--- src/hdl/rgbshp_pkg.sv ---
// Shared types, constants and the per-channel sharpen function for the RGB sharpen stream.
package rgbshp_pkg;

    // Line geometry
    localparam int MAX_WIDTH = 1024;
    localparam int ADDR_W    = (MAX_WIDTH > 1) ? $clog2(MAX_WIDTH) : 1;
    localparam int WCNT_W    = $clog2(MAX_WIDTH + 1);

    // Register and field widths
    localparam int FW_W       = 11;
    localparam int FH_W       = 16;
    localparam int STR_W      = 6;
    localparam int CH_W       = 8;
    localparam int NUM_CH     = 3;
    localparam int PIX_W      = NUM_CH * CH_W;
    localparam int LINE_W     = 2 * PIX_W;
    localparam int CFG_IDX_W  = 2;
    localparam int CFG_DATA_W = 16;
    localparam int WT_W       = 7;
    localparam int SUM_W      = 16;

    // Kernel constants
    localparam int CENTRE_BASE = 4;
    localparam int CH_MAX      = 255;

    // Register indexes
    localparam logic [CFG_IDX_W-1:0] REG_FRAME_WIDTH  = 2'd0;
    localparam logic [CFG_IDX_W-1:0] REG_FRAME_HEIGHT = 2'd1;
    localparam logic [CFG_IDX_W-1:0] REG_STRENGTH     = 2'd2;

    // Register reset values
    localparam logic [FW_W-1:0]         FRAME_WIDTH_RST  = 11'd640;
    localparam logic [FH_W-1:0]         FRAME_HEIGHT_RST = 16'd480;
    localparam logic signed [STR_W-1:0] STRENGTH_RST     = 6'sd1;

    // Input commands
    localparam logic CMD_PIXEL = 1'b0;
    localparam logic CMD_FLUSH = 1'b1;

    typedef struct packed {
        logic            command;
        logic [CH_W-1:0] red_in;
        logic [CH_W-1:0] green_in;
        logic [CH_W-1:0] blue_in;
    } pix_item_t;

    typedef struct packed {
        logic [CH_W-1:0] red_out;
        logic [CH_W-1:0] green_out;
        logic [CH_W-1:0] blue_out;
        logic            last_pixel;
    } res_item_t;

    // One line memory word: row above and current row at one column
    typedef struct packed {
        logic [PIX_W-1:0] up_px;
        logic [PIX_W-1:0] mid_px;
    } line_word_t;

    // Effective frame geometry
    typedef struct packed {
        logic [ADDR_W-1:0] last_col;
        logic [FH_W-1:0]   last_row;
    } geom_t;

    // Per-item decode from the sequencer
    typedef struct packed {
        logic [ADDR_W-1:0] col;
        logic              advance;
        logic              mem_write;
        logic              produce;
        logic              up_valid;
        logic              at_left;
        logic              at_right;
        logic              last;
    } ctrl_t;

    // Cross kernel on one channel, clamped to 0..255
    function automatic logic [CH_W-1:0] sharpen_channel(
        input logic signed [WT_W-1:0] weight,
        input logic [CH_W-1:0]        centre,
        input logic [CH_W-1:0]        up,
        input logic [CH_W-1:0]        left,
        input logic [CH_W-1:0]        right,
        input logic [CH_W-1:0]        down
    );
        logic signed [SUM_W-1:0] sum;
        logic [CH_W-1:0]         res;
        sum = SUM_W'(weight) * $signed(SUM_W'(centre))
            - $signed(SUM_W'(up)) - $signed(SUM_W'(left))
            - $signed(SUM_W'(right)) - $signed(SUM_W'(down));
        if (sum < 0)
            res = '0;
        else if (sum > SUM_W'(CH_MAX))
            res = CH_W'(CH_MAX);
        else
            res = sum[CH_W-1:0];
        return res;
    endfunction

endpackage

--- src/hdl/rgbshp_ctrl.sv ---
// Frame sequencer: column/row counters, fill and drain phases, per-item decode.
module rgbshp_ctrl
    import rgbshp_pkg::*;
(
    input  logic  clk,
    input  logic  rst_n,
    input  logic  accept,
    input  logic  command,
    input  logic  restart,
    input  geom_t geom,
    output ctrl_t ctrl
);

    logic              drain_reg, drain_next;
    logic [ADDR_W-1:0] col_reg, col_next;
    logic [FH_W-1:0]   row_reg, row_next;
    logic              step_pixel;
    logic              step_flush;

    // Decode the item at the port against the current phase
    always_comb
    begin
        step_pixel     = !drain_reg && (command == CMD_PIXEL);
        step_flush     = drain_reg && (command == CMD_FLUSH);
        ctrl.col       = col_reg;
        ctrl.advance   = step_pixel || step_flush;
        ctrl.mem_write = step_pixel;
        ctrl.produce   = step_flush || (step_pixel && (row_reg != '0));
        ctrl.up_valid  = step_flush ? (geom.last_row != '0) : (row_reg > FH_W'(1));
        ctrl.at_left   = (col_reg == '0);
        ctrl.at_right  = (col_reg == geom.last_col);
        ctrl.last      = step_flush && (col_reg == geom.last_col);
    end

    // Counter update on each transfer that does work, and clear on restart
    always_comb
    begin
        drain_next = drain_reg;
        col_next   = col_reg;
        row_next   = row_reg;
        if (restart)
        begin
            drain_next = 1'b0;
            col_next   = '0;
            row_next   = '0;
        end
        else if (accept && ctrl.advance)
        begin
            if (ctrl.at_right)
            begin
                col_next = '0;
                if (step_pixel)
                begin
                    if (row_reg == geom.last_row)
                    begin
                        drain_next = 1'b1;
                        row_next   = '0;
                    end
                    else
                    begin
                        row_next = row_reg + FH_W'(1);
                    end
                end
                else
                begin
                    // final flush closes the frame
                    drain_next = 1'b0;
                    row_next   = '0;
                end
            end
            else
            begin
                col_next = col_reg + ADDR_W'(1);
            end
        end
    end

    always_ff @(posedge clk or negedge rst_n)
    begin
        if (!rst_n)
        begin
            drain_reg <= 1'b0;
            col_reg   <= '0;
            row_reg   <= '0;
        end
        else
        begin
            drain_reg <= drain_next;
            col_reg   <= col_next;
            row_reg   <= row_next;
        end
    end

endmodule

--- config.mk ---
export PLATFORM = sky130hd
export DESIGN_NAME = rgbshp_ctrl
export DESIGN_NICKNAME = d
export VERILOG_FILES = /design/src/hdl/rgbshp_pkg.sv /design/src/hdl/rgbshp_ctrl.sv
export SDC_FILE = /design/constraint.sdc
export NUM_CORES = 1
export LEC_CHECK = 0
export BUFFER_PORTS_ARGS = -buffer_cell sky130_fd_sc_hd__buf_2
export CORE_MARGIN = 5
export CORE_UTILIZATION = 54
export DETAILED_ROUTE_END_ITERATION = 6
export GPL_TIMING_DRIVEN = 0
export PLACE_DENSITY = 0.77
export SETUP_SLACK_MARGIN = 0.02
export SLEW_MARGIN = 5
export SYNTH_ARGS = -nofsm -noshare
export SYNTH_HDL_FRONTEND = slang
export SYNTH_SLANG_ARGS = --single-unit
--- constraint.sdc ---
create_clock -name clk -period 2.6 [get_ports clk]
set_input_delay 0.52 -clock clk [delete_from_list [all_inputs] [get_ports clk]]
set_output_delay 0.52 -clock clk [all_outputs]
set_load 0.05 [all_outputs]
[Word-level counts from Yosys, hierarchy flattened]
Cells that the tools add are included.
Word-level totals
  output and inout bits: 17
  bits of input ports: 31
  register bits: 27
  logic and storage cells: 39
Cells by class
  bitwise logic cells: 1
  multiplexer cells: 14
  add/sub/neg operators: 2
  reduce and logical (&&, ||, !) cells: 15
  magnitude comparators: 1
  equality and inequality tests: 3
Operator list (count)
  $mux W16: 5
  $reduce_bool A16 Y1: 2
  $mux W10: 3
  $add A16 B1 Y16 const B: 1
  $eq A16 B16 Y1: 1
  $gt A16 B1 Y1 const B: 1
  $add A10 B1 Y10 const B: 1
  $eq A10 B10 Y1: 1
  $logic_not A10 Y1: 1
  $mux W1: 6
  $logic_and A1 B1 Y1: 5
  $reduce_bool A2 Y1: 2
  $ne A3 B2 Y1 const B: 1
  $reduce_and A3 Y1: 1
  $logic_or A1 B1 Y1: 2
  $reduce_and A2 Y1: 1
  $logic_not A1 Y1: 1
  $not A1 Y1: 1

[Longest topological paths before layout]
Gate-level depths: netlist of run 1.
  word-level depth: 6
  gate-level depth with buffers: 8
  mapped depth without buffers: 7

[Worst setup path before layout of run 1]
No wires, ideal clock.
  path kind: flip-flop to output port
  from: register col_reg[6]
  to: output port ctrl[0] (netlist name)
  required time: 2.080 ns
  buffers on the path: 1
  data arrival time: 2.787 ns
  stages on the path, launching flop included: 6
  slack: -0.707 ns
  cell sequence: dfrtp_1 > buf_2 > xnor2_1 > nand2_1 > nor3_1 > and2_1
RTL lines
  start, declared: RTL line rgbshp_ctrl.sv:15  | logic [ADDR_W-1:0] col_reg, col_next;
  start signal, assigned: RTL line rgbshp_ctrl.sv:89  | col_reg <= col_next;
  end, declared: RTL line rgbshp_ctrl.sv:11  | output ctrl_t ctrl

==> reports/qor.csv, run 1 <==
stage,metric,value,unit
setup_path,R2R setup slack,0.39,ns
yosys,Mapped Area,2080,µm²
global_route,Tot GR Track Use,0.208,
setup_path,Critical path buffers and inverters,1,
setup_path,CP max-delay cell,or4_4,
place,Port Buf Inserts,47,
clocking,clk slew on worst S/H paths,0.11,ns
floorplanning,FP Rows,22,
clocking,Sink Count,27,
place,RePlAce Congestion,0.873,
final_layout,Syn-to-layout area delta,20.6,%
global_route,global-route wire length before repair,8870,µm
setup_path,worst-path cell chain,or4_4 -> nor3_4 -> nand4_1 -> a21o_1 -> buf_6,
final_layout,final-layout fill cell count,327,
final_layout,share of layout cells above drive strength 1,0.258,
sta,PnR worst setup slack,0.0867,ns
global_route,grt ovf,0,
power,Logic pwr share,0.158,
clocking,Clock Tree Buf Depth,2,
final_layout,Multi-input gate area,1300,µm²
power,Int Pwr,0.000582,W
global_route,vias in the first global route,1988,
power,PD cells,325,nW/µm²
yosys,leading register cell type out of synthesis,dfrtp_1,
routing,first drt pass iteration count,4,
clocking,worst-skew pair later-pin latency,0.28,ns
routing,Routed WL,5280,µm
setup_path,slowest cell delay on critical path,0.56,ns
sta,FMAX,0.398,GHz
floorplanning,Die Span Y,72,µm
place,Setup WS pre-CTS,0.168,ns
place,Post-DP HPWL,3990,µm
setup_path,Arrival @ worst endpoint,1.99,ns
clocking,CTS tree,done,
yosys,Syn. warnings,0,
sta,actual slew at the worst max-slew pin,0.708,ns
yosys,post-synth top area cell,dfrtp_1,
power,"IR drop worst, VDD",0.318,mV
routing,Remaining DRCs,0,
final_layout,ANT cells,0,
power,total chip power,0.000813,W
yosys,synth top area cells,"dfrtp_1, xor2_1, a32oi_1, ha_1, nand4_1",
job,maxcap violations,0,
setup_path,CP Max Fanout,5,
yosys,Synth Area in XOR/XNOR,0.139,
setup_path,Crit. End Element,primary output,
floorplanning,Initial Utilization,0.563,
yosys,"Seq/Total Area, Yosys",0.325,
sta,Fin Hold WS,0.232,ns
yosys,most common cell in the netlist,dfrtp_1,
sta,post-route minimum period,2.51,ns
sta,RSZ-0062 raised after global routing,true,
yosys,share of the synthesized area in the top cell type,0.325,
yosys,Synth Area in Simple Gates,0.263,
routing,drt wl/cell,15.6,µm
power,Lkg Pwr,1.14,nW
yosys,multiplexer share of the synthesized area,0.0193,
outcome,status,"finished, final reports clean",
sta,Slew Limit Fails,0,
place,placed cells,333,
routing,post-route ant nets,0,
yosys,Synth Area in Adders,0.0482,
routing,vias per cell,5.85,
sta,Final setup viols,0,
setup_path,Startpoint Class,register,
yosys,synthesized netlist cell count,238,
sta,final hold vios,0,
yosys,Post-synth EDFFs,0,
final_layout,FF+latch area,677,µm²
yosys,post-synth cell types,45,
yosys,largest family of logic cells by synthesized area,simple AND/OR/NAND/NOR gates,
floorplanning,DIE WIDTH,72,µm
final_layout,fin util,0.679,
sta,Tcrit/Tclk final,0.967,
clocking,TritonCTS buffer count,3,
final_layout,Layout Cells excl Fill,339,
setup_path,Crit path max-delay family,simple AND/OR/NAND/NOR gates,
floorplanning,die area,5180,µm²
power,Switching Share,0.284,
floorplanning,Top Ports,48,
power,Seq pwr share,0.522,
yosys,most frequent cells after synthesis,"dfrtp_1, xor2_1, inv_1",
yosys,Synth Net Count,277,
global_route,pin count of the biggest net entering global routing,28,
clocking,htree depth,1,
yosys,Avg Inst Size Synth,8.72,µm²
final_layout,fin nets,331,
routing,vias after detailed routing,1983,
sta,relative slew slack,0.524,
setup_path,Setup CP Type,reg2out,
yosys,ys async rst share,1.00,
yosys,"FF+latch count, synth",27,
routing,initial DRC count,120,
global_route,initial antenna violation count,0,
sta,Worst Skew,0.00761,ns
power,Clock power frac,0.320,
final_layout,Largest register FFs,16,
clocking,CTS root buf,clkbuf_8,
yosys,Synth Area in Compound Gates,0.133,
power,Net Switching,0.000231,W
floorplanning,Core ar.,3690,µm²
hold_path,hold crit path type,in2async,
setup_path,CP required,2.08,ns
## logic make-up after synthesis
group / count (synthesis)
AOI/OAI and AO/OA: 37
xor gates and xnor gates: 32
adders and majority gates: 8
buffers and inverters: 34
DFF: 27
muxes: 4
and+or+nand+nor: 96
## routing by layer
metal  track usage  wire length [µm]  up-vias
li1              -                 -      983
met1         0.270              2310      920
met2         0.353              2520       68
met3        0.0249               326       12
met4        0.0814               119        0
met5             0                 0        -
## layout make-up
type | count | area share
Clock buffer | 3 | 0.0165
Inverter | 20 | 0.0300
Multi-Input combinational cell | 177 | 0.520
Tap cell | 48 | 0.0240
Clock inverter | 1 | 0.00350
Buffer | 13 | 0.0280
Sequential cell | 27 | 0.270
Timing Repair Buffer | 50 | 0.108
## power by group through the flow
stage                     Combinational (W)  Clock [W]  Sequential [W]
after CTS                          0.000129   0.000264        0.000425
after global routing               0.000143   0.000288        0.000425
final                              0.000128   0.000260        0.000425
after floorplan                   0.0000670          0        0.000439
after global placement             0.000127          0        0.000433
after detailed placement           0.000129          0        0.000433
## cell usage in the layout, fill, tap and decap left out, types with 2 or more instances in the layout
| cell | n |
|---|---|
| buf_4 | 4 |
| nor2_1 | 12 |
| nand4_1 | 14 |
| a21oi_1 | 2 |
| o21ai_0 | 2 |
| mux2i_1 | 4 |
| and2_1 | 2 |
| and4_1 | 3 |
| buf_2 | 47 |
| xnor2_1 | 9 |
| nand2b_1 | 4 |
| dfrtp_1 | 26 |
| ha_1 | 7 |
| buf_6 | 4 |
| a32oi_1 | 13 |
| xor2_1 | 22 |
| nand3_1 | 14 |
| and3_1 | 4 |
| inv_1 | 19 |
| clkbuf_8 | 3 |
| clkbuf_1 | 7 |
| nor4_2 | 3 |
| o22ai_1 | 11 |
| a211o_1 | 2 |
| nand2_1 | 15 |
| nor4_1 | 9 |
| nor3_1 | 3 |
## timing repair
item | 4_1_cts | 5_1_grt
setup endpoints to repair | 2 | 2
pin swaps | 0 | 2
resized for setup | 3 | 11
setup buffers | 0 | 3
endpoints found under the hold margin | 0 | 0
hold buffers | 0 | 0
## per-stage QoR
step | TNS, ns | instance area (µm²)
floorplan | -0.253 | 2090
detailed placement | 0 | 2380
finish | 0 | 2500
CTS | 0 | 2450
global placement | 0 | 2380
global route | -0.00543 | 2500
## path summary, 6_finish.rpt
| check | from | endpoint | depth (start not counted) |
|---|---|---|---|
| min reg2reg | row_reg[15]$_DFFE_PN0P_ | row_reg[15]$_DFFE_PN0P_ | 1 |
| max reg2reg | col_reg[7]$_DFFE_PN0P_ | row_reg[6]$_DFFE_PN0P_ | 6 |
| max | row_reg[10]$_DFFE_PN0P_ | ctrl[4] | 5 |
| max in group asynchronous | rst_n | row_reg[8]$_DFFE_PN0P_ | 1 |
| min | rst_n | col_reg[3]$_DFFE_PN0P_ | 1 |
| min in group clk | row_reg[15]$_DFFE_PN0P_ | row_reg[15]$_DFFE_PN0P_ | 1 |
Note: power is estimated with default switching activity, not from simulation.
==> run 2, diff against run 1 <==
Settings changed: CORE_ASPECT_RATIO from default to 1.75, TNS_END_PERCENT from default to 5.
==> reports/qor.csv, run 2 (same netlist as run 1, synthesis figures left out) <==
stage,metric,value,unit
outcome,status,"finished, final reports clean",
power,Int Pwr,0.000578,W
place,RePlAce Congestion,0.916,
power,Net Switching,0.000223,W
global_route,grt ovf,0,
sta,Tcrit/Tclk final,0.963,
final_layout,final-layout fill cell count,329,
routing,Routed met3 length,332,µm
clocking,worst-skew pair later-pin latency,0.27,ns
clocking,clk slew on worst S/H paths,0.10,ns
final_layout,fin nets,328,
hold_path,hold crit path type,in2async,
final_layout,post-route cell area,2480,µm²
routing,Top Layer Used,met4,
power,PD cells,324,nW/µm²
sta,Fin Hold WS,0.254,ns
setup_path,CP Max Fanout,5,
final_layout,ANT cells,0,
power,total chip power,0.000801,W
routing,Met2 Wirelength,3060,µm
power,Seq pwr share,0.530,
place,Placed Area,2380,µm²
floorplanning,die area,5230,µm²
routing,post-route ant nets,0,
floorplanning,Top Ports,48,
global_route,Tot GR Track Use,0.221,
routing,vias after detailed routing,2035,
setup_path,CP required,2.08,ns
final_layout,"leading cell type in the layout, fill and taps excluded",buf_2,
final_layout,Syn-to-layout area delta,19.3,%
global_route,initial antenna violation count,0,
routing,Post-Route M1 WL,2030,µm
power,"IR drop worst, VDD",0.320,mV
setup_path,Arrival @ worst endpoint,1.98,ns
power,Clock power frac,0.307,
sta,RSZ-0062 raised after global routing,true,
place,placed cells,331,
power,Lkg Pwr,1.12,nW
setup_path,R2R setup slack,0.39,ns
routing,initial DRC count,109,
sta,post-route minimum period,2.50,ns
global_route,vias in the first global route,2044,
clocking,CTS tree,done,
final_layout,Layout Cells excl Fill,334,
clocking,Clock Tree Buf Depth,2,
power,Switching Share,0.279,
sta,actual slew at the worst max-slew pin,0.709,ns
setup_path,Setup CP Type,reg2out,
routing,first drt pass iteration count,4,
place,Post-DP HPWL,4370,µm
sta,relative slew slack,0.524,
sta,Worst Skew,0.00482,ns
sta,Final setup viols,0,
clocking,Sink Count,27,
sta,final hold vios,0,
floorplanning,Initial Utilization,0.566,
clocking,CTS root buf,clkbuf_8,
floorplanning,Die Span Y,92.0,µm
setup_path,Startpoint Class,register,
final_layout,most frequent cells in the layout,"buf_2, dfrtp_1, xor2_1",
power,Logic pwr share,0.163,
sta,FMAX,0.399,GHz
floorplanning,DIE WIDTH,56.9,µm
floorplanning,FP Rows,29,
global_route,pin count of the biggest net entering global routing,28,
routing,Remaining DRCs,0,
routing,Routed WL,5550,µm
place,Port Buf Inserts,47,
floorplanning,Core ar.,3660,µm²
sta,Slew Limit Fails,0,
clocking,htree depth,1,
global_route,global-route wire length before repair,9440,µm
clocking,TritonCTS buffer count,3,
routing,vias per cell,6.09,
final_layout,Largest register FFs,16,
job,maxcap violations,0,
routing,drt wl/cell,16.6,µm
clocking,Hold Buf Count CTS,0,
final_layout,share of layout cells above drive strength 1,0.250,
setup_path,Crit. End Element,primary output,
## run 2: changes by cell type in the layout (fill, tap and decap cells not counted), sizes merged
cell,delta
buf,-3
clkinvlp,+1
inv,-1
## run 2: power by group through the flow
stage	sequential [W]	clock, W	combinational (W)
final	0.000425	0.000246	0.000131
after global routing	0.000425	0.000271	0.000143
after CTS	0.000425	0.000253	0.000131
after detailed placement	0.000433	0	0.000131
after global placement	0.000433	0	0.000128
after floorplan	0.000439	0	0.0000670
## run 2: routing by layer
metal	GRT usage	vias to the layer above
met2	0.425	90
met4	0.0754	0
met1	0.250	957
met5	0	-
li1	-	978
met3	0.0154	10
## run 2: worst paths after layout
| kind | startpoint | endpoint | depth (start not counted) |
|---|---|---|---|
| max | row_reg[10]$_DFFE_PN0P_ | ctrl[4] | 5 |
| min in group clk | row_reg[15]$_DFFE_PN0P_ | row_reg[15]$_DFFE_PN0P_ | 1 |
| min | rst_n | row_reg[5]$_DFFE_PN0P_ | 1 |
| max in group asynchronous | rst_n | row_reg[10]$_DFFE_PN0P_ | 1 |
| max reg2reg | col_reg[0]$_DFFE_PN0P_ | row_reg[5]$_DFFE_PN0P_ | 7 |
| min reg2reg | row_reg[15]$_DFFE_PN0P_ | row_reg[15]$_DFFE_PN0P_ | 1 |
## run 2: area by class of cell
| type | instances | area [µm²] | share of cell area |
|---|---|---|---|
| sequential | 27 | 678 | 0.274 |
| tap | 46 | 57.6 | 0.0232 |
| clock buffer | 3 | 41.3 | 0.0167 |
| inverter | 20 | 75.1 | 0.0303 |
| timing repair buffer | 47 | 248 | 0.100 |
| buffer | 13 | 70.1 | 0.0283 |
| clock inverter | 1 | 7.51 | 0.00303 |
| multi-input combinational | 177 | 1300 | 0.525 |
## run 2: timing repair
| action | in CTS | in global routing |
|---|---|---|
| pin swaps | 0 | 2 |
| setup buffers | 0 | 0 |
| endpoints found under the setup margin | 2 | 2 |
| resized for setup | 2 | 12 |
## run 2: stage by stage
stage / util / setup WS (ns) / TNS, ns
global route: 0.676 / -0.0131 / -0.0221
global placement: 0.649 / 0.159 / 0
floorplan: - / -0.253 / -0.253
finish: 0.676 / 0.0957 / 0
CTS: 0.665 / 0.0207 / 0
detailed placement: 0.649 / 0.138 / 0
## run 2: worst max-delay path, cell delays in order (launching register included)
cell and delay (ns):
dfrtp_2 0.45, or4_4 0.55, nor3_4 0.23, nand4_1 0.12, a21o_1 0.21, buf_6 0.15
==> run 3, diff against run 2 <==
Settings changed: REMOVE_ABC_BUFFERS from default to 1.
==> reports/qor.csv, run 3 (same netlist as run 1, synthesis figures left out) <==
stage,metric,value,unit
outcome,status,"finished, final reports clean",
final_layout,ANT cells,0,
routing,post-route ant nets,0,
floorplanning,DIE WIDTH,56.9,µm
final_layout,fin nets,316,
place,Setup WS pre-CTS,-0.329,ns
setup_path,Setup CP Type,reg2out,
global_route,vias in the first global route,1888,
global_route,M3 GR Usage,0.0183,
clocking,Clock Tree Buf Depth,2,
global_route,grt ovf,0,
floorplanning,Top Ports,48,
routing,first drt pass iteration count,4,
final_layout,fin util,0.649,
sta,PnR worst setup slack,0.0715,ns
place,placed cells,317,
global_route,met2 Usage GRT,0.352,
global_route,busiest grt layer,met2,
sta,relative slew slack,0.468,
job,maxcap violations,0,
setup_path,Arrival @ worst endpoint,2.01,ns
clocking,TritonCTS buffer count,3,
final_layout,Layout Cells excl Fill,322,
sta,actual slew at the worst max-slew pin,0.794,ns
clocking,clk slew on worst S/H paths,0.09,ns
routing,Routed WL,5370,µm
power,Lkg Pwr,1.08,nW
clocking,Sink Count,27,
global_route,initial antenna violation count,0,
setup_path,Critical path buffers and inverters,1,
global_route,Tot GR Track Use,0.203,
setup_path,CP Max Fanout,10,
setup_path,Crit path max-delay family,simple AND/OR/NAND/NOR gates,
power,total chip power,0.000793,W
setup_path,Crit. End Element,primary output,
routing,drt wl/cell,16.7,µm
routing,Remaining DRCs,0,
routing,vias after detailed routing,1962,
routing,initial DRC count,53,
setup_path,slowest cell delay on critical path,0.51,ns
place,Port Buf Inserts,47,
power,PD cells,333,nW/µm²
clocking,post-CTS setup buffer count,0,
setup_path,worst-path cell chain,or4_4 -> nor3_4 -> nand4_1 -> a21o_1 -> buf_2,
floorplanning,Core ar.,3660,µm²
sta,RSZ-0062 raised after global routing,true,
sta,Tcrit/Tclk final,0.972,
setup_path,CP required,2.08,ns
clocking,Hold Buf Count CTS,0,
clocking,CTS tree,done,
global_route,global-route wire length before repair,8650,µm
global_route,GR Util met1,0.255,
sta,Final setup viols,0,
place,Post-DP HPWL,3950,µm
hold_path,hold crit path type,in2async,
clocking,CTS root buf,clkbuf_8,
floorplanning,die area,5230,µm²
final_layout,most frequent cells in the layout,"buf_2, dfrtp_1, xor2_1",
final_layout,Largest register FFs,16,
clocking,worst-skew pair later-pin latency,0.28,ns
sta,final hold vios,0,
sta,FMAX,0.395,GHz
final_layout,share of layout cells above drive strength 1,0.239,
power,"IR drop worst, VDD",0.360,mV
floorplanning,FP Rows,29,
floorplanning,Die Span Y,92.0,µm
global_route,pin count of the biggest net entering global routing,28,
routing,vias per cell,6.09,
setup_path,CP max-delay cell,or4_4,
floorplanning,Initial Utilization,0.566,
final_layout,"leading cell type in the layout, fill and taps excluded",buf_2,
final_layout,final-layout fill cell count,356,
sta,Worst Skew,0.00397,ns
sta,Slew Limit Fails,0,
final_layout,Syn-to-layout area delta,14.6,%
sta,post-route minimum period,2.53,ns
setup_path,Startpoint Class,register,
place,RePlAce Congestion,0.838,
clocking,htree depth,1,
-- run 3: timing repair --
action,CTS,global route
pin swaps,0,1
cloned,0,1
setup endpoints to repair,13,16
endpoints found under the hold margin,0,0
gates resized for setup,3,4
-- run 3: worst paths after layout --
| kind | depth (start not counted) | startpoint | endpoint | slack (ns) |
|---|---|---|---|---|
| min in group clk | 1 | row_reg[15]$_DFFE_PN0P_ | row_reg[15]$_DFFE_PN0P_ | 0.54 |
| worst min register to register | 1 | row_reg[15]$_DFFE_PN0P_ | row_reg[15]$_DFFE_PN0P_ | 0.54 |
| max in group asynchronous | 1 | rst_n | row_reg[8]$_DFFE_PN0P_ | 1.92 |
| worst min-delay path | 1 | rst_n | col_reg[3]$_DFFE_PN0P_ | 0.24 |
| worst max register to register | 5 | row_reg[0]$_DFFE_PN0P_ | row_reg[6]$_DFFE_PN0P_ | 0.11 |
| worst max-delay path | 5 | row_reg[8]$_DFFE_PN0P_ | ctrl[4] | 0.07 |
-- run 3: layout make-up --
type / count / area [µm²] / area share
clock inverter: 1 / 5.00 / 0.00210
timing repair buffer: 47 / 235 / 0.0989
inverter: 20 / 75.1 / 0.0316
sequential: 27 / 678 / 0.285
multi-input combinational: 178 / 1290 / 0.541
tap: 46 / 57.6 / 0.0242
clock buffer: 3 / 41.3 / 0.0174
-- run 3: stage by stage --
stage / setup TNS (ns) / hold WS [ns] / instance area, µm²
detailed placement: -3.35 / 0.530 / 2290
global route: -0.00581 / 0.296 / 2380
global placement: -3.45 / 0.528 / 2290
finish: 0 / 0.245 / 2380
floorplan: -1.22 / 0.224 / 2000
CTS: 0 / 0.264 / 2350
-- run 3: where the power goes --
part           internal, W  switching, W
Clock             0.000108      0.000134
Combinational    0.0000458     0.0000801
Sequential        0.000421    0.00000381
Total             0.000575      0.000218
-- run 3: worst register-to-register path, stage by stage (launching register included) --
cell     delay (ns)
dfrtp_1        0.48
xor2_1         0.17
nor4_1         0.50
nand4_1        0.61
nand3_2        0.47
o22ai_1        0.13
-- run 3: per-layer routing --
layer	up-vias	wire [µm]
li1	955	-
met1	919	2190
met2	77	2730
met3	11	312
met4	0	136
met5	-	0
